<file path="config.mk">
export PLATFORM = sky130hd
export DESIGN_NAME = sliding_window_median_filter
export DESIGN_NICKNAME = d
export VERILOG_FILES = /design/src/hw/rtl/swmf_pkg.sv /design/src/hw/rtl/sliding_window_median_filter.sv /design/src/hw/rtl/swmf_cell.sv
export SDC_FILE = /design/constraint.sdc
export NUM_CORES = 2
export LEC_CHECK = 0
export BUFFER_PORTS_ARGS = -buffer_cell sky130_fd_sc_hd__buf_2
export CORE_ASPECT_RATIO = 1.4
export CORE_MARGIN = 2
export CORE_UTILIZATION = 30
export CTS_BUF_LIST = sky130_fd_sc_hd__clkbuf_16
export DETAILED_ROUTE_END_ITERATION = 8
export GPL_ROUTABILITY_DRIVEN = 0
export HOLD_SLACK_MARGIN = 0.02
export PLACE_DENSITY = 0.51
export REMOVE_ABC_BUFFERS = 1
export SLEW_MARGIN = 10
export SYNTH_ARGS = -nofsm -noshare
export SYNTH_HDL_FRONTEND = slang
export SYNTH_HIERARCHICAL = 1
export SYNTH_SLANG_ARGS = --single-unit
</file>
<file path="constraint.sdc">
create_clock -name clk -period 4 [get_ports clk]
set_clock_uncertainty 0.1 [all_clocks]
set_input_delay 0 -clock clk [delete_from_list [all_inputs] [get_ports clk]]
set_output_delay 0 -clock clk [all_outputs]
set_load 0.02 [all_outputs]
</file>
<file path="src/hw/rtl/swmf_pkg.sv">
`default_nettype none

package swmf_pkg;

    localparam int SAMPLE_W = 10;
    localparam int DATA_W   = 16;

    typedef enum logic [1:0] {
        ST_IDLE,
        ST_SORT,
        ST_DONE
    } swmf_state_t;

    // Control broadcast from the sequencer to every cell.
    typedef struct packed {
        logic load;   // replace the oldest entry with the new sample
        logic sort;   // run one compare-exchange phase
        logic phase;  // parity of the lower cell of each pair
    } cell_ctrl_t;

endpackage

`default_nettype wire

</file>
<file path="src/hw/rtl/sliding_window_median_filter.sv">
// Channel   Direction  Signals                      Contents
// s_        in         tvalid tready tdata tuser    one sample and its report request
// m_        out        tvalid tready tdata          one window median
//
// After acceptance the block is not ready again until it has replaced the
// oldest entry, run WINDOW compare-exchange phases over the cell chain, and
// handed the median over, when one was asked for.
// Reset clears every entry to zero and gives the cells distinct ages.
// A pending median stalls the block only when the next median is ready.

`default_nettype none

module sliding_window_median_filter #(
    parameter int WINDOW = 32
) (
    input  wire         clk,
    input  wire         rst_n,
    input  wire         s_tvalid,
    output logic        s_tready,
    input  wire  [15:0] s_tdata,   // [9:0] sample, [15:10] zero
    input  wire  [0:0]  s_tuser,   // [0] want_median
    output logic        m_tvalid,
    input  wire         m_tready,
    output logic [15:0] m_tdata    // [9:0] median, [15:10] zero
);
    import swmf_pkg::*;

    localparam int AGE_W = $clog2(WINDOW);
    localparam int CNT_W = $clog2(WINDOW);
    localparam logic [CNT_W-1:0] LAST_PHASE = CNT_W'(WINDOW - 1);

    // The window lives in a chain of cells kept in sorted order. Each cell
    // carries an age so that the oldest entry is found locally and replaced
    // in place. The one entry left out of order is moved into place by
    // WINDOW odd-even transposition phases, after which the middle cells
    // hold the median.

    swmf_state_t          state_reg;
    swmf_state_t          state_next;
    logic [CNT_W-1:0]     count_reg;
    logic [CNT_W-1:0]     count_next;
    logic                 want_reg;
    logic                 want_next;
    logic                 out_valid_reg;
    logic                 out_valid_next;
    logic [SAMPLE_W-1:0]  out_data_reg;
    logic [SAMPLE_W-1:0]  out_data_next;

    cell_ctrl_t           ctrl;
    logic                 accept;
    logic                 out_load;
    logic [SAMPLE_W-1:0]  median;

    logic [SAMPLE_W-1:0]  value_w [WINDOW];
    logic [AGE_W-1:0]     age_w   [WINDOW];

    genvar gi;
    generate
        for (gi = 0; gi < WINDOW; gi++)
        begin : g_cell
            localparam int LEFT  = (gi > 0) ? gi - 1 : gi;
            localparam int RIGHT = (gi < WINDOW - 1) ? gi + 1 : gi;
            swmf_cell #(
                .WINDOW (WINDOW),
                .INDEX  (gi)
            ) u_cell (
                .clk         (clk),
                .rst_n       (rst_n),
                .ctrl        (ctrl),
                .sample      (s_tdata[SAMPLE_W-1:0]),
                .left_value  (value_w[LEFT]),
                .left_age    (age_w[LEFT]),
                .right_value (value_w[RIGHT]),
                .right_age   (age_w[RIGHT]),
                .value       (value_w[gi]),
                .age         (age_w[gi])
            );
        end
    endgenerate

    // Middle of the sorted chain; an even window averages the middle pair.
    generate
        if ((WINDOW % 2) == 1)
        begin : g_odd
            assign median = value_w[(WINDOW - 1) / 2];
        end
        else
        begin : g_even
            logic [SAMPLE_W:0] pair_sum;
            assign pair_sum = {1'b0, value_w[WINDOW / 2]} + {1'b0, value_w[WINDOW / 2 - 1]};
            assign median   = pair_sum[SAMPLE_W:1];
        end
    endgenerate

    always_ff @(posedge clk or negedge rst_n)
    begin
        if (!rst_n)
        begin
            state_reg     <= ST_IDLE;
            count_reg     <= '0;
            want_reg      <= 1'b0;
            out_valid_reg <= 1'b0;
        end
        else
        begin
            state_reg     <= state_next;
            count_reg     <= count_next;
            want_reg      <= want_next;
            out_valid_reg <= out_valid_next;
        end
    end

    always_ff @(posedge clk)
    begin
        out_data_reg <= out_data_next;
    end

    always_comb
    begin
        state_next = state_reg;
        count_next = count_reg;
        want_next  = want_reg;
        out_load   = 1'b0;
        s_tready   = 1'b0;
        unique case (state_reg)
            ST_IDLE:
            begin
                s_tready = 1'b1;
                if (s_tvalid)
                begin
                    state_next = ST_SORT;
                    count_next = '0;
                    want_next  = s_tuser[0];
                end
            end
            ST_SORT:
            begin
                count_next = count_reg + 1'b1;
                if (count_reg == LAST_PHASE)
                begin
                    state_next = ST_DONE;
                end
            end
            ST_DONE:
            begin
                if (!want_reg)
                begin
                    state_next = ST_IDLE;
                end
                else if (!out_valid_reg || m_tready)
                begin
                    out_load   = 1'b1;
                    state_next = ST_IDLE;
                end
            end
            default:
            begin
                state_next = ST_IDLE;
            end
        endcase
    end

    assign accept     = s_tvalid && s_tready;
    assign ctrl.load  = accept;
    assign ctrl.sort  = (state_reg == ST_SORT);
    assign ctrl.phase = count_reg[0];

    always_comb
    begin
        out_valid_next = out_valid_reg;
        out_data_next  = out_data_reg;
        if (m_tready)
        begin
            out_valid_next = 1'b0;
        end
        if (out_load)
        begin
            out_valid_next = 1'b1;
            out_data_next  = median;
        end
    end

    assign m_tvalid = out_valid_reg;
    assign m_tdata  = {(DATA_W - SAMPLE_W)'(0), out_data_reg};

endmodule

`default_nettype wire

</file>
<file path="src/hw/rtl/swmf_cell.sv">
`default_nettype none

module swmf_cell #(
    parameter int WINDOW = 32,
    parameter int INDEX  = 0
) (
    input  wire                                  clk,
    input  wire                                  rst_n,
    input  swmf_pkg::cell_ctrl_t                 ctrl,
    input  wire  [swmf_pkg::SAMPLE_W-1:0]        sample,
    input  wire  [swmf_pkg::SAMPLE_W-1:0]        left_value,
    input  wire  [$clog2(WINDOW)-1:0]            left_age,
    input  wire  [swmf_pkg::SAMPLE_W-1:0]        right_value,
    input  wire  [$clog2(WINDOW)-1:0]            right_age,
    output logic [swmf_pkg::SAMPLE_W-1:0]        value,
    output logic [$clog2(WINDOW)-1:0]            age
);
    import swmf_pkg::*;

    localparam int  AGE_W     = $clog2(WINDOW);
    localparam bit  POS_ODD   = (INDEX % 2) == 1;
    localparam bit  HAS_LEFT  = INDEX > 0;
    localparam bit  HAS_RIGHT = INDEX < WINDOW - 1;
    localparam logic [AGE_W-1:0] OLDEST = AGE_W'(WINDOW - 1);

    logic [SAMPLE_W-1:0] value_reg;
    logic [SAMPLE_W-1:0] value_next;
    logic [AGE_W-1:0]    age_reg;
    logic [AGE_W-1:0]    age_next;
    logic                is_low;
    logic                is_high;

    // In a phase, this cell is the lower member of a pair when its parity
    // matches the phase, else the upper one, where that neighbour exists.
    assign is_low  = HAS_RIGHT && (ctrl.phase == POS_ODD);
    assign is_high = HAS_LEFT && (ctrl.phase != POS_ODD);

    always_comb
    begin
        value_next = value_reg;
        age_next   = age_reg;
        if (ctrl.load)
        begin
            if (age_reg == OLDEST)
            begin
                value_next = sample;
                age_next   = '0;
            end
            else
            begin
                age_next = age_reg + 1'b1;
            end
        end
        else if (ctrl.sort)
        begin
            if (is_low && (value_reg > right_value))
            begin
                value_next = right_value;
                age_next   = right_age;
            end
            else if (is_high && (left_value > value_reg))
            begin
                value_next = left_value;
                age_next   = left_age;
            end
        end
    end

    always_ff @(posedge clk or negedge rst_n)
    begin
        if (!rst_n)
        begin
            value_reg <= '0;
            age_reg   <= AGE_W'(INDEX);
        end
        else
        begin
            value_reg <= value_next;
            age_reg   <= age_next;
        end
    end

    assign value = value_reg;
    assign age   = age_reg;

endmodule

`default_nettype wire

</file>
# Yosys cells after proc, flatten, opt, wreduce, memory -nomap -nowiden
# Index checks and enable logic that the tools add are counted.
# op_classes
addsub,34
order_cmp,31
n_eq_ne,70
n_mux,329
bitwise_logic,1
n_reduce_logical,137
# op_table
op,count
$mux W10,158
$mux W5,159
$gt A10 B10 Y1,31
$add A5 B1 Y5 const B,33
$eq A5 B5 Y1 const B,33
$reduce_and A3 Y1,33
$reduce_bool A3 Y1,30
$reduce_and A2 Y1,34
$ne A2 B1 Y1 const B,33
$logic_and A1 B1 Y1,32
$add A10 B10 Y11,1
$pmux W5 S2,1
$reduce_bool A2 Y1,5
$mux W2,4
$mux W1,6
$pmux W2 S3,1
$ne A3 B3 Y1 const B,1
$eq A2 B1 Y1 const B,1
$eq A2 B2 Y1 const B,1
$logic_not A2 Y1,1
$ne A2 B2 Y1 const B,1
$logic_not A1 Y1,1
$logic_or A1 B1 Y1,1
$not A1 Y1,1
# word_totals
ff_bits,499
word_cells,671

# Longest topological paths before layout
# logic_depth
depth_word,6
depth_mapped,10

# Hierarchy
# Netlist, hierarchy kept.
# by_module_without_submodules
mod,n_inst,cells_per_inst,area_each_um2
swmf_cell at g_cell[10].u_cell ...,6,146,1417.6
swmf_cell at g_cell[11].u_cell ...,6,147,1415.1
swmf_cell at g_cell[14].u_cell ...,4,146,1418.9
swmf_cell at g_cell[15].u_cell ...,4,147,1416.4
swmf_cell at g_cell[17].u_cell ...,4,147,1413.9
swmf_cell at g_cell[16].u_cell ...,3,146,1416.4
swmf_cell at g_cell[30].u_cell,1,146,1420.1
swmf_cell at g_cell[1].u_cell,1,147,1412.6
swmf_cell at g_cell[8].u_cell,1,144,1395.1
sliding_window_median_filter,1,116,1198.6
swmf_cell at g_cell[31].u_cell,1,122,1168.6
swmf_cell at g_cell[0].u_cell,1,129,1152.4

# Worst setup path after synthesis
# No wires, ideal clock.
# synth_path
kind,register to register
from,register count_reg[0]
to,register g_cell[8].u_cell.age_reg[0]
arrival_ns,3.523
required_ns,3.775
setup_slack_ns,0.252
stages_incl_launch_ff,4
period_less_slack_ns,3.748
cell_sequence,dfrtp_1 -> nand4_1 -> a21oi_2 -> mux2_4
# synth_via
elab_chain_len,5
# synth_rtl
item,line_no,text
from (decl),sliding_window_median_filter.sv:40,logic [CNT_W-1:0] count_reg;
from (signal assigned),sliding_window_median_filter.sv:107,count_reg <= count_next;
$not A1 Y1,swmf_cell.sv:35,assign is_low = HAS_RIGHT && (ctrl.phase == POS_ODD);
$logic_and A1 B1 Y1,swmf_cell.sv:56,if (is_low && (value_reg > right_value))
$mux W5,swmf_cell.sv:56,
$mux W5,swmf_cell.sv:54,else if (ctrl.sort)
$mux W5,swmf_cell.sv:42,if (ctrl.load)
to (signal assigned),swmf_cell.sv:74,age_reg <= AGE_W'(INDEX);
to (signal assigned),swmf_cell.sv:79,age_reg <= age_next;
to (decl),swmf_cell.sv:28,logic [AGE_W-1:0] age_reg;
# Several ways; a longest one is shown, not always the timed one. The select of a mux whose other input is x is not followed.
# A chain may end at the register's enable or synchronous reset.

# Final worst setup path
# layout_path
from,register g_cell[16].u_cell.value_reg[5]
to,register g_cell[15].u_cell.age_reg[2]
# layout_via
elab_chain_len,5
# layout_rtl
item,line_no,text
from (decl),swmf_cell.sv:26,logic [SAMPLE_W-1:0] value_reg;
from (signal assigned),swmf_cell.sv:78,value_reg <= value_next;
$gt A10 B10 Y1 (*),swmf_cell.sv:56,
$logic_and A1 B1 Y1 (*),swmf_cell.sv:56,
$mux W5,swmf_cell.sv:56,
$mux W5,swmf_cell.sv:54,
$mux W5,swmf_cell.sv:42,
to (signal assigned),swmf_cell.sv:74,
to (signal assigned),swmf_cell.sv:79,
to (decl),swmf_cell.sv:28,
# Mark *: on every way between the ends. The rest lies on a longest branch, timed or not. The select of a mux whose other input is x is not followed.

==> metrics <==
run status=finished, violations left; violated checks=DRC; # DRC=53; leading cell type in the layout, fill and taps excluded=sky130_fd_sc_hd__inv_1; Syn Inst Count=4760; peak per-stage delay on the critical path=900 ps; TritonCTS clock tree=yes; Worst-path clk slew=60 ps; number of post-CTS setup repair buffers=0; Distinct cells, synth=67; average vias per placed instance=5.64; most frequent cells in the layout=sky130_fd_sc_hd__inv_1 (795), sky130_fd_sc_hd__ha_1 (695), sky130_fd_sc_hd__dfrtp_1 (408); Port Buffers=26; detailed placement HPWL=103000 um; Synthesis Warnings=6; maximum number of pins on one net before global-route repair=78; Std-Cell Core Area=153000 sq um; number of I/O pins=39; netlist area before placement=46000 sq um; remaining antenna violation count=0; iteration count of the initial detailed-routing pass=9; vias in the first global route=39500; post-layout min period=3110 ps; CP Capture Type=register; total of cells resized after clock tree synthesis=0; critical-path cell with the highest stage delay=sky130_fd_sc_hd__nor4bb_4; CTS root buf=sky130_fd_sc_hd__clkbuf_16; Post-synth top flop=sky130_fd_sc_hd__dfrtp_1; overall track demand over capacity in global routing=0.178; starting utilization of the core area=0.301; initial antenna violation count=3; worst-margin pin slew=1160 ps; worst-path fanout max=15; count of buffer and inverter cells on the critical path=1; ys async rst share=0.980; layout-stage area growth over the synthesis result=9.82%; fin crit share=0.778; number of enable-type register cells in the synthesized netlist=10; clk sinks=499; flip-flop count of the largest register after layout=320; Hold Slack=72.1 ps; Congestion Overflow GR=0; Critical Path Source Type=register; synthesized flop and latch total=499; count of endpoints failing setup in the final report=0; fmax=321 MHz; relative slew slack=0.229; CTS H-tree depth=2; total non-filler cell area in the finished layout=50500 sq um; critical path arrival=3630 ps; per-cell routed wire length=20.7 um; area enclosed by the die boundary=156000 sq um; routed vias=38500; Hold Path Class=input port to register; dpl cell area=48200 sq um; cell family contributing the most delay on the critical path=simple AND/OR/NAND/NOR gates; floorplan die width=335 um; r2r setup slk=890 ps; final wirelength=141000 um; share of synthesized area occupied by flip-flops and latches=0.275; RSZ-0062 raised after global routing=false; synthesized area per cell=9.66 sq um; fin. max-slew vios=0; Detailed Route Iter0 Violations=3624; worst-path cell chain=inv_1, ha_1, nand4_1, a211oi_1, a2111o_1, nor4bb_4, a31oi_1, a2bb2oi_2; type of the worst setup path=register to register; post-layout net count=5518; Crit path required time=4510 ps; maxcap violations=0; die extent in y=467 um; final design utilization=0.331; # rows=170; clock tree buffer depth=3; final number of hold-violating endpoints=0; ratio of cells with drive above 1 in the final layout=0.111; global-route wire length before repair=224000 um; worst-skew pair later-pin latency=680 ps; number of buffers inserted during clock tree synthesis=60
[cell type report]
class | instances | area, sq um
fillers | 15700 | 102000
multi-input cells | 3317 | 29100
inverters | 783 | 2950
repair buffers | 140 | 1230
diodes | 1 | 2.50
clock inverters | 53 | 556
clock buffers | 61 | 1530
well taps | 1978 | 2470
flip-flops and latches | 499 | 12600
[routing by layer]
| layer | GRT usage | part of all wire | up-vias | wire, um |
|---|---|---|---|---|
| li1 | - | - | 18100 | - |
| met1 | 0.194 | 0.38 | 19300 | 54000 |
| met2 | 0.350 | 0.55 | 804 | 77200 |
| met3 | 0.0161 | 0.035 | 246 | 4880 |
| met4 | 0.0664 | 0.036 | 0 | 5150 |
| met5 | 0 | 0 | - | 0 |
[Yosys cell counts (36+ instances only)]
master,instances,area (sq um)
sky130_fd_sc_hd__buf_6,61,687
sky130_fd_sc_hd__nand4_1,138,863
sky130_fd_sc_hd__nand3_1,56,280
sky130_fd_sc_hd__a221o_1,45,450
sky130_fd_sc_hd__nor2b_1,40,250
sky130_fd_sc_hd__o21ai_0,173,866
sky130_fd_sc_hd__ha_1,695,8700
sky130_fd_sc_hd__a222oi_1,375,3750
sky130_fd_sc_hd__nand2b_1,112,701
sky130_fd_sc_hd__dfrtp_1,409,10200
sky130_fd_sc_hd__a21oi_1,223,1120
sky130_fd_sc_hd__inv_1,782,2940
sky130_fd_sc_hd__nor2_1,232,871
sky130_fd_sc_hd__mux2i_1,376,3760
sky130_fd_sc_hd__dfstp_2,80,2100
sky130_fd_sc_hd__buf_4,36,270
sky130_fd_sc_hd__nand2_1,154,578
sky130_fd_sc_hd__a2111o_1,47,529
sky130_fd_sc_hd__a211oi_2,49,613
[worst paths after layout]
path / cells past startpoint / from / endpoint
setup / recovery: 8 / g_cell[16].u_cell/value[5] / g_cell[15].u_cell/age[2]
hold / removal: 3 / s_tdata[7] / g_cell[0].u_cell/value[7]
setup reg to reg: 8 / g_cell[16].u_cell/value[5] / g_cell[15].u_cell/age[2]
hold reg to reg: 1 / state_reg[1] / state_reg[0]
max in group asynchronous: 4 / rst_n / g_cell[15].u_cell/age[0]
min in group asynchronous: 3 / rst_n / g_cell[2].u_cell/age[1]
[worst register-to-register path, delay by kind of cell (launching register included)]
kind                     cells  cell delay (ps)
flip-flops                   1              610
AO/OA/AOI/OAI                4              870
AND/OR/NAND/NOR              2             1060
buffers and inverters        1               90
adder cells (fa/ha/maj)      1              330
[cells by family after synthesis]
| kind of cell | share of synthesized area |
|---|---|
| AOI/OAI and AO/OA | 0.220 |
| buffers and inverters | 0.0923 |
| and+or+nand+nor | 0.121 |
| adders and majority gates | 0.190 |
| DFF | 0.275 |
| muxes | 0.0943 |
| xor gates and xnor gates | 0.00781 |
| other | 0.0000815 |
[through the flow]
step,TNS (ps),std cells,worst slack (ps)
2_1_floorplan,-4196880,4599,-9920
3_3_place_gp,0,6699,926
3_5_place_dp,0,6699,916
4_1_cts,0,6831,897
5_1_grt,0,6832,703
6_report,0,6832,886
[timing repair]
item | CTS | global route
hold buffers | 18 | 0
setup endpoints to repair | 0 | 0
hold endpoints to repair | 463 | 0
Power is left out: the tool's default activity adds up to more than one toggle a clock period on the data nets, which glitch-free logic cannot reach.
